`src/vital_sign_outlier_moving_average_macros.svh`:
```
// Assertion helpers shared by the RTL.
`ifndef VITAL_SIGN_OUTLIER_MOVING_AVERAGE_MACROS_SVH
`define VITAL_SIGN_OUTLIER_MOVING_AVERAGE_MACROS_SVH

`ifndef NO_ASSERTIONS
// prop must hold at every edge outside reset
`define VSOMA_ASSERT(lbl, clk, rst, prop, msg) \
  lbl: assert property (@(posedge clk) disable iff (rst) (prop)) else $error(msg);
// cons must hold in the cycle after ante
`define VSOMA_ASSERT_NEXT(lbl, clk, rst, ante, cons, msg) \
  lbl: assert property (@(posedge clk) disable iff (rst) (ante) |=> (cons)) else $error(msg);
`else
`define VSOMA_ASSERT(lbl, clk, rst, prop, msg)
`define VSOMA_ASSERT_NEXT(lbl, clk, rst, ante, cons, msg)
`endif

`endif

```
`src/vsoma_pkg.sv`:
```
package vsoma_pkg;

  localparam int SAMPLE_W = 12;
  localparam int RATE_W   = 8;
  localparam int OXY_W    = 11;
  localparam int CFG_AW   = 3;
  localparam int CFG_DW   = 11;

  // register indexes
  localparam logic [CFG_AW-1:0] CFG_RATE_LOW  = 3'd0;
  localparam logic [CFG_AW-1:0] CFG_RATE_HIGH = 3'd1;
  localparam logic [CFG_AW-1:0] CFG_OXY_LOW   = 3'd2;
  localparam logic [CFG_AW-1:0] CFG_MARGIN    = 3'd3;
  localparam logic [CFG_AW-1:0] CFG_MISS      = 3'd4;
  localparam logic [CFG_AW-1:0] CFG_PERIOD    = 3'd5;

  // reset values
  localparam logic [RATE_W-1:0] RST_RATE_LOW  = 8'd40;
  localparam logic [RATE_W-1:0] RST_RATE_HIGH = 8'd190;
  localparam logic [OXY_W-1:0]  RST_OXY_LOW   = 11'd59;
  localparam logic [7:0]        RST_MARGIN    = 8'd10;
  localparam logic [2:0]        RST_MISS      = 3'd4;
  localparam logic [2:0]        RST_PERIOD    = 3'd4;

  // controller to datapath
  typedef struct packed {
    logic load;    // latch the sample and its verdict
    logic chk_rd;  // read one of the newest four entries for the outlier test
    logic upd;     // apply the verdict, write history
    logic sum_rd;  // read one entry of the averaging window
    logic fin;     // commit the average
    logic out;     // load the output register
  } cmd_t;

  // datapath to controller
  typedef struct packed {
    logic need_chk;  // outlier test applies to the latched sample
    logic sum_need;  // window sum required
    logic sum_more;  // window extends past the current index
  } stat_t;

endpackage

```
`src/vsoma_chan.sv`:
```
`include "vital_sign_outlier_moving_average_macros.svh"

module vsoma_chan import vsoma_pkg::*; #(
  parameter int DEPTH = 16,
  parameter int W = 8,
  parameter bit IS_RATE = 1'b1
) (
  input  logic                       clk,
  input  logic                       rst,
  input  cmd_t                       cmd,
  input  logic [$clog2(DEPTH)-1:0]   idx,
  input  logic                       ok_in,
  input  logic [W-1:0]               val_in,
  input  logic [7:0]                 margin,
  input  logic [2:0]                 miss_limit,
  input  logic [2:0]                 check_period,
  output stat_t                      stat,
  output logic [W-1:0]               avg
);

  localparam int AW   = $clog2(DEPTH);
  localparam int FW   = $clog2(DEPTH + 1);
  localparam int SW   = $clog2(FW);
  localparam int PW   = $clog2(2 * DEPTH);
  localparam int ACCW = W + FW;

  logic [W-1:0]    mem [DEPTH];
  logic [DEPTH-1:0] valid;
  logic [AW-1:0]   wp;
  logic [AW-1:0]   rd_addr;
  logic [PW-1:0]   pos;
  logic [W-1:0]    rd_data;
  logic            rd_vld;
  logic [W-1:0]    hval;

  logic            ok_q;
  logic [W-1:0]    val_q;
  logic            near_q;
  logic [2:0]      run;
  logic [2:0]      misses;
  logic [FW-1:0]   fill;
  logic [FW-1:0]   fill_next;
  logic [SW-1:0]   sh;
  logic [SW-1:0]   sh_next;
  logic [FW-1:0]   win;
  logic            sum_need;
  logic [ACCW-1:0] acc;
  logic            rd_chk_q;
  logic            rd_sum_q;
  logic            need_chk;
  logic            keep;
  logic            near_hit;
  logic            in_win;

  // newest entry sits just behind the write pointer
  always_comb begin
    pos = PW'(wp) + PW'(DEPTH - 1) - PW'(idx);
    if (pos >= PW'(DEPTH)) begin
      pos = pos - PW'(DEPTH);
    end
    rd_addr = pos[AW-1:0];
  end

  assign hval     = rd_vld ? rd_data : '0;
  assign need_chk = ok_q && (run == check_period);
  assign keep     = ok_q && !(need_chk && !near_q);
  assign win      = FW'(1) << sh;
  assign in_win   = FW'(idx) < win;

  assign stat.need_chk = need_chk;
  assign stat.sum_need = sum_need;
  assign stat.sum_more = sum_need && ((FW'(idx) + FW'(1)) < win);

  generate
    if (IS_RATE) begin : g_rate
      assign near_hit = {1'b0, val_q} < ({1'b0, hval} + (W+1)'(margin));
    end else begin : g_oxy
      assign near_hit = ({1'b0, val_q} + (W+1)'(margin)) > {1'b0, hval};
    end
  endgenerate

  assign fill_next = (fill == FW'(DEPTH)) ? fill : fill + FW'(1);

  always_comb begin
    sh_next = '0;
    for (int i = 0; i < FW; i++) begin
      if (fill_next[i]) sh_next = SW'(i);
    end
  end

  always_ff @(posedge clk) begin
    if (cmd.upd && keep) begin
      mem[wp] <= val_q;
    end
    rd_data <= mem[rd_addr];
    rd_vld  <= valid[rd_addr];
  end

  // payload
  always_ff @(posedge clk) begin
    if (cmd.load) begin
      ok_q   <= ok_in;
      val_q  <= val_in;
      near_q <= 1'b0;
      acc    <= '0;
    end else begin
      if (rd_chk_q && near_hit) near_q <= 1'b1;
      if (rd_sum_q) acc <= acc + ACCW'(hval);
    end
    if (cmd.upd && keep) begin
      sh <= sh_next;
    end
  end

  always_ff @(posedge clk) begin
    if (rst) begin
      valid    <= '0;
      wp       <= '0;
      run      <= '0;
      misses   <= '0;
      fill     <= '0;
      avg      <= '0;
      sum_need <= 1'b0;
      rd_chk_q <= 1'b0;
      rd_sum_q <= 1'b0;
    end else begin
      rd_chk_q <= cmd.chk_rd && need_chk;
      rd_sum_q <= cmd.sum_rd && sum_need && in_win;
      if (cmd.load) begin
        sum_need <= 1'b0;
      end
      if (cmd.upd) begin
        if (!ok_q) begin
          run <= '0;
          if (misses == miss_limit) begin
            avg  <= '0;
            fill <= '0;
          end else begin
            misses <= misses + 3'd1;
          end
        end else begin
          misses <= '0;
          if (need_chk && !near_q) begin
            run <= '0;
          end else begin
            if (!need_chk) run <= run + 3'd1;
            valid[wp] <= 1'b1;
            wp        <= (wp == AW'(DEPTH - 1)) ? '0 : wp + AW'(1);
            fill      <= fill_next;
            if (fill_next < FW'(2)) begin
              avg <= '0;
            end else begin
              sum_need <= 1'b1;
            end
          end
        end
      end
      if (cmd.fin && sum_need) begin
        avg <= W'(acc >> sh);
      end
    end
  end

  `VSOMA_ASSERT(a_fill_cap, clk, rst, fill <= FW'(DEPTH), "fill beyond history depth")
  `VSOMA_ASSERT(a_sum_fill, clk, rst, !sum_need || fill >= FW'(2), "window sum with short fill")
  `VSOMA_ASSERT_NEXT(a_reject_run, clk, rst, cmd.upd && !ok_q, run == 3'd0 && !sum_need,
                     "rejected sample left run or sum armed")

endmodule

```
`src/vsoma_ctrl.sv`:
```
`include "vital_sign_outlier_moving_average_macros.svh"

module vsoma_ctrl import vsoma_pkg::*; #(
  parameter int DEPTH = 16
) (
  input  logic                     clk,
  input  logic                     rst,
  input  logic                     s_tvalid,
  output logic                     s_tready,
  input  logic                     out_free,
  input  stat_t                    stat_rate,
  input  stat_t                    stat_oxy,
  output cmd_t                     cmd,
  output logic [$clog2(DEPTH)-1:0] idx
);

  localparam int KW = $clog2(DEPTH);

  localparam logic [2:0] S_IDLE   = 3'd0;
  localparam logic [2:0] S_CHECK  = 3'd1;
  localparam logic [2:0] S_CHKW   = 3'd2;
  localparam logic [2:0] S_UPDATE = 3'd3;
  localparam logic [2:0] S_SUM    = 3'd4;
  localparam logic [2:0] S_SUMW   = 3'd5;
  localparam logic [2:0] S_DONE   = 3'd6;
  localparam logic [2:0] S_OUT    = 3'd7;

  localparam logic [KW-1:0] LAST_CHK = KW'(3);

  logic [2:0]    state, state_next;
  logic [KW-1:0] k, k_next;

  assign s_tready = (state == S_IDLE);
  assign idx      = k;

  always_comb begin
    cmd        = '0;
    state_next = state;
    k_next     = k;
    case (state)
      S_IDLE: begin
        if (s_tvalid) begin
          cmd.load   = 1'b1;
          state_next = S_CHECK;
          k_next     = '0;
        end
      end
      S_CHECK: begin
        if (!(stat_rate.need_chk || stat_oxy.need_chk)) begin
          state_next = S_UPDATE;
        end else begin
          cmd.chk_rd = 1'b1;
          if (k == LAST_CHK) begin
            state_next = S_CHKW;
            k_next     = '0;
          end else begin
            k_next = k + KW'(1);
          end
        end
      end
      S_CHKW: begin
        state_next = S_UPDATE;
      end
      S_UPDATE: begin
        cmd.upd    = 1'b1;
        state_next = S_SUM;
        k_next     = '0;
      end
      S_SUM: begin
        if (!(stat_rate.sum_need || stat_oxy.sum_need)) begin
          state_next = S_DONE;
        end else begin
          cmd.sum_rd = 1'b1;
          if (stat_rate.sum_more || stat_oxy.sum_more) begin
            k_next = k + KW'(1);
          end else begin
            state_next = S_SUMW;
            k_next     = '0;
          end
        end
      end
      S_SUMW: begin
        state_next = S_DONE;
      end
      S_DONE: begin
        cmd.fin    = 1'b1;
        state_next = S_OUT;
      end
      S_OUT: begin
        if (out_free) begin
          cmd.out    = 1'b1;
          state_next = S_IDLE;
        end
      end
      default: begin
        state_next = S_IDLE;
      end
    endcase
  end

  always_ff @(posedge clk) begin
    if (rst) begin
      state <= S_IDLE;
      k     <= '0;
    end else begin
      state <= state_next;
      k     <= k_next;
    end
  end

  `VSOMA_ASSERT(a_cmd_excl, clk, rst,
                $onehot0({cmd.load, cmd.chk_rd, cmd.upd, cmd.sum_rd, cmd.fin, cmd.out}),
                "more than one datapath command")
  `VSOMA_ASSERT(a_chk_idx, clk, rst, state != S_CHECK || k <= LAST_CHK,
                "outlier test index past newest four")
  `VSOMA_ASSERT_NEXT(a_fin_out, clk, rst, cmd.fin, state == S_OUT,
                     "average committed without going to output")

endmodule

```
`src/vital_sign_outlier_moving_average.sv`:
```
// Outlier-rejecting moving average for heart rate and oxygen saturation. Each input
// transaction carries one sample per channel (rate in s_tdata[11:0], saturation in
// s_tdata[23:12], validity flags in s_tuser) and yields exactly one output transaction
// with both current averages. One transaction is processed at a time: the controller
// walks each channel's history memory through a single read port, four reads for the
// outlier test when it is armed and one read per entry of the averaging window, so an
// item takes longer as the window grows and when the test runs. The next input is taken
// while the previous result waits in the output register. History contents survive a
// miss timeout and are cleared by reset only, through per-entry valid bits; no clearing
// pass is needed.
module vital_sign_outlier_moving_average import vsoma_pkg::*; #(
  parameter int HISTORY_DEPTH = 16
) (
  input  logic              clk,
  input  logic              rst,
  input  logic              s_tvalid,
  output logic              s_tready,
  input  logic [23:0]       s_tdata,   // rate_sample[11:0], oxygen_sample[23:12]
  input  logic [1:0]        s_tuser,   // rate_flag[0], oxygen_flag[1]
  output logic              m_tvalid,
  input  logic              m_tready,
  output logic [23:0]       m_tdata,   // rate_average[7:0], oxygen_average[18:8], zeros
  input  logic              cfg_we,
  input  logic [CFG_AW-1:0] cfg_addr,
  input  logic [CFG_DW-1:0] cfg_data
);

  localparam int KW = $clog2(HISTORY_DEPTH);

  logic [RATE_W-1:0] rate_low_limit;
  logic [RATE_W-1:0] rate_high_limit;
  logic [OXY_W-1:0]  oxygen_low_limit;
  logic [7:0]        outlier_margin;
  logic [2:0]        miss_limit;
  logic [2:0]        check_period;

  logic [SAMPLE_W-1:0] rate_sample;
  logic [SAMPLE_W-1:0] oxygen_sample;
  logic                rate_ok;
  logic                oxygen_ok;

  cmd_t              cmd;
  stat_t             stat_rate;
  stat_t             stat_oxy;
  logic [KW-1:0]     idx;
  logic [RATE_W-1:0] rate_avg;
  logic [OXY_W-1:0]  oxygen_avg;
  logic              out_free;

  always_ff @(posedge clk) begin
    if (rst) begin
      rate_low_limit   <= RST_RATE_LOW;
      rate_high_limit  <= RST_RATE_HIGH;
      oxygen_low_limit <= RST_OXY_LOW;
      outlier_margin   <= RST_MARGIN;
      miss_limit       <= RST_MISS;
      check_period     <= RST_PERIOD;
    end else if (cfg_we) begin
      case (cfg_addr)
        CFG_RATE_LOW:  rate_low_limit   <= cfg_data[RATE_W-1:0];
        CFG_RATE_HIGH: rate_high_limit  <= cfg_data[RATE_W-1:0];
        CFG_OXY_LOW:   oxygen_low_limit <= cfg_data[OXY_W-1:0];
        CFG_MARGIN:    outlier_margin   <= cfg_data[7:0];
        CFG_MISS:      miss_limit       <= cfg_data[2:0];
        CFG_PERIOD:    check_period     <= cfg_data[2:0];
        default: ;
      endcase
    end
  end

  assign rate_sample   = s_tdata[11:0];
  assign oxygen_sample = s_tdata[23:12];

  // limits are unsigned, samples two's complement
  assign rate_ok = s_tuser[0]
      && ($signed({rate_sample[SAMPLE_W-1], rate_sample}) > $signed({5'b0, rate_low_limit}))
      && ($signed({rate_sample[SAMPLE_W-1], rate_sample}) < $signed({5'b0, rate_high_limit}));
  assign oxygen_ok = s_tuser[1]
      && ($signed({oxygen_sample[SAMPLE_W-1], oxygen_sample})
          > $signed({2'b0, oxygen_low_limit}));

  vsoma_ctrl #(
    .DEPTH(HISTORY_DEPTH)
  ) u_ctrl (
    .clk      (clk),
    .rst      (rst),
    .s_tvalid (s_tvalid),
    .s_tready (s_tready),
    .out_free (out_free),
    .stat_rate(stat_rate),
    .stat_oxy (stat_oxy),
    .cmd      (cmd),
    .idx      (idx)
  );

  vsoma_chan #(
    .DEPTH  (HISTORY_DEPTH),
    .W      (RATE_W),
    .IS_RATE(1'b1)
  ) u_rate (
    .clk         (clk),
    .rst         (rst),
    .cmd         (cmd),
    .idx         (idx),
    .ok_in       (rate_ok),
    .val_in      (rate_sample[RATE_W-1:0]),
    .margin      (outlier_margin),
    .miss_limit  (miss_limit),
    .check_period(check_period),
    .stat        (stat_rate),
    .avg         (rate_avg)
  );

  vsoma_chan #(
    .DEPTH  (HISTORY_DEPTH),
    .W      (OXY_W),
    .IS_RATE(1'b0)
  ) u_oxy (
    .clk         (clk),
    .rst         (rst),
    .cmd         (cmd),
    .idx         (idx),
    .ok_in       (oxygen_ok),
    .val_in      (oxygen_sample[OXY_W-1:0]),
    .margin      (outlier_margin),
    .miss_limit  (miss_limit),
    .check_period(check_period),
    .stat        (stat_oxy),
    .avg         (oxygen_avg)
  );

  assign out_free = !m_tvalid || m_tready;

  always_ff @(posedge clk) begin
    if (cmd.out) begin
      m_tdata <= {5'b0, oxygen_avg, rate_avg};
    end
  end

  always_ff @(posedge clk) begin
    if (rst) begin
      m_tvalid <= 1'b0;
    end else if (cmd.out) begin
      m_tvalid <= 1'b1;
    end else if (m_tready) begin
      m_tvalid <= 1'b0;
    end
  end

endmodule
```
`config.mk`:
```
export PLATFORM = sky130hd
export DESIGN_NAME = vital_sign_outlier_moving_average
export DESIGN_NICKNAME = d
export VERILOG_FILES = /design/src/vsoma_pkg.sv /design/src/vsoma_chan.sv /design/src/vsoma_ctrl.sv /design/src/vital_sign_outlier_moving_average.sv
export VERILOG_INCLUDE_DIRS = /design/src /design/src/src
export SDC_FILE = /design/constraint.sdc
export NUM_CORES = 1
export LEC_CHECK = 0
export BUFFER_PORTS_ARGS = -buffer_cell sky130_fd_sc_hd__buf_2
export CAP_MARGIN = 20
export CORE_MARGIN = 5
export CORE_UTILIZATION = 50
export CTS_BUF_LIST = sky130_fd_sc_hd__clkbuf_2
export CTS_CLUSTER_SIZE = 10
export DETAILED_ROUTE_END_ITERATION = 8
export PLACE_DENSITY = 0.69
export SYNTH_ARGS = -nofsm -noshare
export SYNTH_HDL_FRONTEND = slang
export SYNTH_SLANG_ARGS = --single-unit
```
`constraint.sdc`:
```
create_clock -name clk -period 3.2 [get_ports clk]
set_input_delay 0.16 -clock clk [delete_from_list [all_inputs] [get_ports clk]]
set_output_delay 0.16 -clock clk [all_outputs]
set_load 0.05 [all_outputs]
```
After elaboration in Yosys (flattened, before gate mapping) --
Memories as Yosys holds them, arrays and structs flattened. A register that Yosys moved wholly into a read port is not among the register bits. Index checks and enable logic that the tools add are counted.
Storage, ports and cells: flip-flop bits (word level) 215, RAM bits 304, input port bits 45, output and inout port bits 26, logic and storage cells 277, memories kept 2
Memory list:
- u_oxy.mem | words 16, width 11, read ports 1, clocked after Yosys merged registers in 1, wr ports 1, RTL line vsoma_chan.sv:27 | logic [W-1:0] mem [DEPTH];
- u_rate.mem | words 16, width 8, read ports 1, clocked after Yosys merged registers in 1, wr ports 1, RTL line vsoma_chan.sv:27
Cells by class: add/subtract/negate cells 20, order comparisons 19, eq/ne operators 37, shift-type cells 4, multiplexer cells 89, bitwise gates (word level) 4, reduce and logical (&&, ||, !) cells 62
Operator list (number):
- 11-bit 2-to-1 mux | 7
- 8-bit 2-to-1 mux | 7
- 3-bit 2-to-1 mux | 16
- 5-bit 2-to-1 mux | 8
- 4-bit 2-to-1 mux | 9
- 1-bit 2-to-1 mux | 32
- 16-bit OR | 2
- 1-bit logical AND | 25
- 3-bit inequality test, second input constant | 8
- 3-bit case mux with 8 select lines | 1
- 4-bit by 5-bit less-than comparator with 1-bit output, second input constant | 4
- 2-bit AND reduction | 10
- 3-bit equality test, second input constant | 6
- 16-bit by 11-bit adder with 16-bit output | 1
- 4-bit case mux with 4 select lines | 1
- 4-bit AND reduction | 4
- 16-bit by 3-bit right shift with 11-bit output | 1
- 13-bit by 8-bit adder with 13-bit output | 1
- 13-bit by 3-bit right shift with 8-bit output | 1
- 11-bit by 8-bit adder with 12-bit output | 1
- 3-bit by 1-bit adder with 3-bit output, second input constant | 4
- 4-bit by 1-bit adder with 4-bit output, second input constant | 3
- 3-bit by 2-bit equality test with 1-bit output, second input constant | 4
- 3-bit equality test | 4
- 34 further kinds | 75

Longest topological paths before layout --
Gate-level depths: netlist of run 1.
depth in word-level cells 8, mapped depth 14, gate-level depth less buffers 14

By module --
Synthesis of run 1 repeated with hierarchy kept, for this count alone.
Second synthesis, totals: cell total of the unflattened synthesis 1918, area, all modules 25089.1 sq um
By module, submodules not included:
- vsoma_chan (u_oxy) | instances 1, cells an instance 846, area an instance 11992.8 sq um, sequential area each 7216.9 sq um
- vsoma_chan (u_rate) | instances 1, cells an instance 733, area an instance 9720.6 sq um, sequential area each 5505.3 sq um
- vital_sign_outlier_moving_average | instances 1, cells an instance 272, area an instance 2792.7 sq um, sequential area each 1411.4 sq um
- vsoma_ctrl | instances 1, cells an instance 67, area an instance 583.1 sq um, sequential area each 140.1 sq um

Least setup slack after synthesis of run 1 --
No wires, ideal clock.
path type reg2reg, from reg u_ctrl.state[1], to reg u_oxy.ok_q, enable pin, setup time 394 ps, arrival 3028 ps, required time 2806 ps, setup slack -222 ps, cell stages (with the launch flop) 6, path buffers 2, clock period less this slack 3422 ps, cells stage by stage dfxtp_1 clkbuf_1 nor3_1 nand2_1 inv_2 buf_1
RTL lines:
- start: declaration | RTL line vsoma_ctrl.sv:30 | logic [2:0] state, state_next;
- start signal: assignment | RTL line vsoma_ctrl.sv:106 | state <= state_next;
- end signal: assignment | RTL line vsoma_chan.sv:102 | ok_q <= ok_in;
- end: declaration | RTL line vsoma_chan.sv:36 | logic ok_q;

Final worst setup path of run 1 --
from reg u_oxy.val_q[0], to reg u_oxy.near_q
On the way: word-level cells in the longest chain between the ends 3
RTL lines:
- start: declaration | RTL line vsoma_chan.sv:37 | logic [W-1:0] val_q;
- start signal: assignment | RTL line vsoma_chan.sv:103 | val_q <= val_in;
- 11-bit by 8-bit adder with 12-bit output | RTL line vsoma_chan.sv:78 | assign near_hit = ({1'b0, val_q} + (W+1)'(margin)) > {1'b0, hval};
- 12-bit by 11-bit > comparator with 1-bit output | RTL line vsoma_chan.sv:78
- 1-bit logical AND | RTL line vsoma_chan.sv:107 | if (rd_chk_q && near_hit) near_q <= 1'b1;
- end signal: assignment | RTL line vsoma_chan.sv:104 | near_q <= 1'b0;
- end signal: assignment | RTL line vsoma_chan.sv:107
- end: declaration | RTL line vsoma_chan.sv:38 | logic near_q;
No other way between the ends. A chain may end at the register's enable or synchronous reset.

==> impl_metrics.csv, run 1 <==
group,metric,value,unit
status,status,"finished clean",
sta,clock.fmax,0.321,GHz
worst_setup_path,reg2reg_from,"u_oxy.val_q[0]",
run,maxCapViolCount,0,
worst_setup_path,crit_start,"u_oxy.val_q[0]",
sta,finalCritPeriodShare,0.974,
sta,period_minus_slack,3.12,ns
place,dpl.cell_count,2474,
drt,drtIter0Drc,1074,
global_routing,grt_pass1_wl,91900,um
die,die_area,0.0532,sq mm
synth,synthTopCellsByCount,"edfxtp_1 (350), dfxtp_1 (188), nor2_1 (138)",
cts,root_buffer,"clkbuf_2",
worst_setup_path,worstPathMaxFanout,3,
die,core,0.0479,sq mm
drt,wl,57200,um
cells_and_area,fin_nets,2288,
die,initial_core_util,0.508,
drt,dr.pass1.iters,5,
power,irDropWorstVdd,0.400,mV
worst_setup_path,critPathLaunchType,"flop",
global_routing,use_met2,0.375,
die,fp.dieH,231,um
cts,htreeDepth,4,
cts,insertion_delay,1.30,ns
synth,netlist_area,0.0243,sq mm
drt,via_count,16200,
drt,wl_per_cell,20.0,um
place,dp_hpwl,36800,um
worst_setup_path,crit_chain,"ha_1 -> fa_1 -> a21oi_1 -> nor2b_1 -> o31a_1 -> o21ai_2 -> nor2_1 -> xor2_1 -> ha_1 -> nand3_1 -> nor4_2 -> a211o_1 -> a41oi_1 -> o31a_1",
synth,syn_inst,1811,
worst_setup_path,crit_type,"reg -> reg",
cells_and_area,drive_above_1_share,0.222,
sta,setup_viol,0,
cts,cts_tree,"yes",
cells_and_area,syn_to_final_growth,16.4,%
die,die-width,231,um
cts,cts_sinks,538,
sta,final-hold-violation-count,0,
synth,syn_avg_cell_area,13.4,sq um
worst_hold_path,hp-start,"s_tdata[14]",
global_routing,track_usage,0.219,
worst_setup_path,worst_path_max_delay_cell,"edfxtp_1",
global_routing,grt_use_met3,0.0503,
cts,clockBufferDepth,3,
cts,clk_pin_slew_worst_paths,0.12,ns
synth,yosysMostFrequentCell,"edfxtp_1",
drt,drc,0,
drt,ant_nets,0,
cts,cts_buffers,140,
worst_setup_path,crit_path_end_kind,"flop",
sta,fin_skew,0.0913,ns
sta,whs,0.178,ns
cells_and_area,final_cells,2860,
sta,slew_headroom,0.282,
synth,synth_top_cell_by_area,"edfxtp_1",
global_routing,top_usage_layer,"met2",
worst_setup_path,crit_required,4.36,ns
synth,ys_warn_count,0,
cells_and_area,n_fill_cell,3734,
worst_setup_path,cp.arrival,4.28,ns
sta,worstMarginPinSlew,1.07,ns
place,routabilityCongestion,0.831,
power,total_power,0.0143,W
synth,synth_top_area_frac,0.432,
drt,vias_per_cell,5.68,
synth,synth_area_leaders,"edfxtp_1 (43%), dfxtp_1 (15%), mux4_2 (9.0%)",
worst_setup_path,max_stage_delay,0.41,ns
synth,synth_edf_count,350,
synth,async_flop_share,0,
power,power_density,503,mW/mm^2
global_routing,grt_max_degree,48,
die,rows,80,
synth,yosys_most_used_dff,"edfxtp_1",
worst_hold_path,min_path_type,"in -> reg",
global_routing,grt-ovfl-total,0,
place,io_buffers,65,
global_routing,grt.met1_usage,0.266,
synth,yosysSeqAreaShare,0.587,
power,leakagePower,10.8,nW
die,ios,71,
synth,ys_ff_latch,538,
sta,slew_violations,0,
global_routing,grt_pass1_vias,17100,
global_routing,antenna_found_initial,4,
synth,netlist-cell-type-count,76,
## layout by cell type (no fill, tap or decap), drive strengths merged, types with 40 or more instances in the layout
cell / netlist / routed
o21ai: 46 / 46
dlygate4sd3: 0 / 117
nor2: 138 / 138
a21oi: 100 / 100
o21a: 42 / 42
mux2i: 86 / 86
mux4: 97 / 97
ha: 116 / 116
inv: 71 / 74
dfxtp: 188 / 188
buf: 34 / 131
nand2: 97 / 97
clkbuf: 50 / 217
edfxtp: 350 / 350
nor2b: 40 / 40
## worst max-delay path: cells and delay by family (launching register included)
family,cells,cell delay [ns]
compound gates,6,1.09
fa+ha+maj,3,0.98
simple gates,4,0.41
flops,1,0.41
xor+xnor,1,0.14
## worst paths after layout
| check | to | slack [ns] | cells after the start |
|---|---|---|---|
| max | u_oxy.near_q | 0.08 | 14 |
| min | u_oxy.val_q[2] | 0.18 | 3 |
| max reg2reg | u_oxy.near_q | 0.08 | 14 |
| min reg2reg | m_tdata[18] | 0.45 | 0 |
## sequential cells by signal, summed over array words and instances (netlist names), 5 cells and up
register          flops
u_oxy.avg            11
u_rate.val_q          8
rate_high_limit       8
u_rate.fill           5
outlier_margin        8
u_oxy.val_q          11
m_tdata              19
u_rate.valid         16
u_rate.avg            8
u_rate.mem          128
rate_low_limit        8
oxygen_low_limit     11
u_oxy.mem           176
u_rate.acc           13
u_oxy.valid          16
u_rate.rd_data        8
u_oxy.acc            16
u_oxy.fill            5
u_oxy.rd_data        11
## layout make-up
| cell class | count | area, sq um | share of cell area |
|---|---|---|---|
| Clock buffer | 217 | 1090 | 0.0383 |
| Inverter | 72 | 270 | 0.00954 |
| Clock inverter | 43 | 275 | 0.00972 |
| Tap cell | 615 | 769 | 0.0272 |
| Timing Repair Buffer | 248 | 2090 | 0.0737 |
| Sequential cell | 538 | 14300 | 0.504 |
| Multi-Input combinational cell | 1121 | 9540 | 0.337 |
| Antenna cell | 6 | 15.0 | 0.000530 |
## cell families (layout without fill, tap and decap cells)
logic type | Yosys count | count (layout) | synth area share
compound gates | 344 | 344 | 0.0963
xor+xnor | 58 | 58 | 0.0209
fa+ha+maj | 122 | 122 | 0.0646
buf+inv | 156 | 580 | 0.0262
flops | 538 | 538 | 0.587
mux | 183 | 183 | 0.125
other cells | 1 | 11 | 0.000154
simple gates | 409 | 409 | 0.0802
## metrics by stage
step	setup WS (ns)	area [sq um]	TNS [ns]	util
after floorplan	0.149	24400	0	-
after global placement	0.136	25700	0	0.536
after detailed placement	0.0283	25700	0	0.536
after CTS	0.0319	28200	0	0.589
after global routing	-0.0252	28300	-0.0252	0.591
final	0.0844	28300	0	0.591
## report_power, final
group / internal [W] / switching, W
Sequential: 0.00758 / 0.000153
Clock: 0.00200 / 0.00290
Combinational: 0.000751 / 0.000871
## per-layer routing
metal  share of wire  routed length (um)
met5               0                   0
met4           0.033                1910
met3           0.056                3180
met2            0.51               28900
met1            0.41               23200
## repair_timing
item,4_1_cts,5_1_grt
endpoints found under the setup margin,0,2
gates resized for setup,0,9
setup buffers,0,1
hold buffers,117,0
hold endpoints to repair,213,0
Note: power is estimated with default switching activity, not from simulation.
==> run 2, diff against run 1 <==
--- a/config.mk
+++ b/config.mk
@@ -14,6 +14,7 @@
 export CTS_CLUSTER_SIZE = 10
 export DETAILED_ROUTE_END_ITERATION = 8
 export PLACE_DENSITY = 0.69
+export RECOVER_POWER = 50
 export SYNTH_ARGS = -nofsm -noshare
 export SYNTH_HDL_FRONTEND = slang
 export SYNTH_SLANG_ARGS = --single-unit
==> run 2 against run 1 <==
Largest power group unchanged. Hold slack improved by 0.013 ns. Final cell count barely moved. Setup slack got worse by 0.0056 ns. Sequential power barely moved. Final area fell by 0.40%. Total power barely moved. Combinational power barely moved. Clock skew rose by 0.0017 ns. Core utilization fell by 0.24 points. Register-to-register slack improved by 0.02 ns. Critical endpoint is now rate_low_limit[3]. The flow now finishes with violations (capacitance limit, slew limit).
==> impl_metrics.csv, run 2 (synthesis results as in run 1) <==
group,metric,value,unit
global_routing,grt-ovfl-total,0,
worst_setup_path,ff2ff_setup_slack,0.10,ns
worst_setup_path,max_stage_delay,1.47,ns
worst_setup_path,crit_type,"in -> reg",
cells_and_area,drive_above_1_share,0.205,
die,core,0.0479,sq mm
worst_setup_path,crit_top_cell,"dlygate4sd3_1",
power,irDropWorstVdd,0.400,mV
worst_setup_path,r2r-end,"u_oxy.near_q",
sta,clock.fmax,0.320,GHz
global_routing,grt_max_degree,48,
worst_setup_path,crit_required,4.41,ns
cells_and_area,n_fill_cell,3774,
worst_hold_path,holdPathStages,3,
sta,slew_headroom,-0.325,
place,io_buffers,65,
worst_setup_path,critPathLaunchType,"input port",
cells_and_area,final_cell_mix,"edfxtp_1 (350), clkbuf_2 (217), dfxtp_1 (188)",
die,initial_core_util,0.508,
place,routabilityCongestion,0.831,
cells_and_area,final_common_cell,"edfxtp_1",
status,violations,"capacitance limit, slew limit",
worst_hold_path,min_path_type,"in -> reg",
sta,period_minus_slack,3.12,ns
sta,setup_viol,0,
cts,insertion_delay,1.35,ns
drt,dr.pass1.iters,5,
die,fp.dieH,231,um
drt,drtIter0Drc,1089,
sta,slew_violations,36,
drt,via_count,16300,
worst_setup_path,crit_chain,"dlygate4sd3_1 -> dlygate4sd3_1 -> clkbuf_1 -> clkinv_1 -> clkbuf_1 -> o211ai_1 -> dlygate4sd3_1",
run,maxCapViolCount,1,
global_routing,grt_pass1_wl,91900,um
place,dp_hpwl,36800,um
sta,setup_tns,0,ns
sta,fin_skew,0.0930,ns
place,post-place-ws,0.0283,ns
drt,vias_per_cell,5.69,
worst_setup_path,ff2ff_path_depth,14,
cts,cts_buffers,140,
sta,setup_ws,0.0788,ns
cells_and_area,largest_reg_flops,176,
cts,cts_tree,"yes",
die,die_area,0.0532,sq mm
drt,wl_per_cell,20.0,um
sta,whs,0.191,ns
worst_setup_path,reg2reg_from,"u_oxy.val_q[0]",
power,leakagePower,10.6,nW
global_routing,track_usage,0.219,
cells_and_area,top_register,"u_oxy.mem",
sta,worstMarginPinSlew,1.99,ns
global_routing,antenna_found_initial,4,
place,placed_area,0.0257,sq mm
sta,final-hold-violation-count,0,
drt,ant_nets,0,
worst_hold_path,whs_endpoint,"u_oxy.val_q[2]",
die,die-width,231,um
drt,drc,0,
worst_setup_path,worst_path_max_delay_cell,"clkbuf_1",
cts,htreeDepth,4,
worst_setup_path,cp.arrival,4.34,ns
die,ios,71,
sta,finalCritPeriodShare,0.975,
status,status,"finished, violations left",
cells_and_area,fin_nets,2288,
cts,clk_pin_slew_worst_paths,0.12,ns
worst_setup_path,crit_path_end_kind,"flop",
cells_and_area,syn_to_final_growth,15.9,%
cts,clockBufferDepth,3,
worst_setup_path,worstPathMaxFanout,35,
die,rows,80,
cts,root_buffer,"clkbuf_2",
cells_and_area,final_cell_area,0.0282,sq mm
drt,wl,57200,um
global_routing,grt_pass1_vias,17100,
power,power_density,505,mW/mm^2
worst_hold_path,hp-start,"s_tdata[14]",
power,total_power,0.0142,W
cells_and_area,reg_top3,"u_oxy.mem: 176 flops, u_rate.mem: 128 flops, m_tdata: 19 flops",
cts,cts_sinks,538,
==> run 2: changes by cell type in the layout (fill, tap and decap cells not counted), moves of 2 or more <==
cell,before,now
buf_2,65,49
buf_4,58,42
clkbuf_1,0,33
nor3_1,21,23
nor3_2,2,0
o21ai_0,37,39
o21ai_1,6,4
==> run 2: worst max-delay path, delay by kind of cell <==
kind | cells | cell delay, ns
compound gates | 1 | 0.21
buf+inv | 6 | 3.93
==> run 2: timing repair <==
item | 4_1_cts | 5_1_grt
hold buffers | 117 | 0
setup buffers | 0 | 1
endpoints found under the setup margin | 0 | 2
endpoints found under the hold margin | 213 | 0
resized for setup | 0 | 9
==> run 2: where the power goes <==
part | internal (W) | switching [W] | leakage (nW)
Clock | 0.00200 | 0.00291 | 1.01
Sequential | 0.00758 | 0.000153 | 4.66
Combinational | 0.000729 | 0.000871 | 4.98
Total | 0.0103 | 0.00393 | 10.6
==> run 2: worst max path at each step <==
stage	depth (start not counted)	start	to	slack [ns]
finish	7	rst	rate_low_limit[3]	0.08
global route	14	u_oxy.val_q[0]	u_oxy.near_q	-0.02
CTS	13	u_oxy.val_q[0]	u_oxy.near_q	0.03
detailed placement	14	u_oxy.val_q[0]	u_oxy.near_q	0.03
global placement	14	u_oxy.val_q[0]	u_oxy.near_q	0.14
floorplan	14	u_oxy.val_q[0]	u_oxy.near_q	0.15
==> run 2: metrics by stage <==
step	cells	util
finish	2861	0.588
floorplan	1815	-
global placement	2474	0.536
CTS	2851	0.589
global route	2858	0.588
detailed placement	2474	0.536
==> run 2: metal layers <==
layer,up-vias,share of wire,wire (um),GRT usage
met4,0,0.033,1900,0.0975
met2,524,0.50,28800,0.375
li1,7603,-,-,-
met5,-,0,0,0
met1,8009,0.41,23400,0.266
met3,138,0.054,3080,0.0503
==> run 2: area by class of cell <==
type                       count  area [sq um]  share of cell area
antenna                        7          17.5            0.000621
tap                          615           769              0.0273
clock inverter                43           275             0.00976
inverter                      72           270             0.00958
clock buffer                 217          1090              0.0385
sequential                   538         14300               0.506
timing repair buffer         248          1980              0.0703
multi-input combinational   1121          9530               0.338
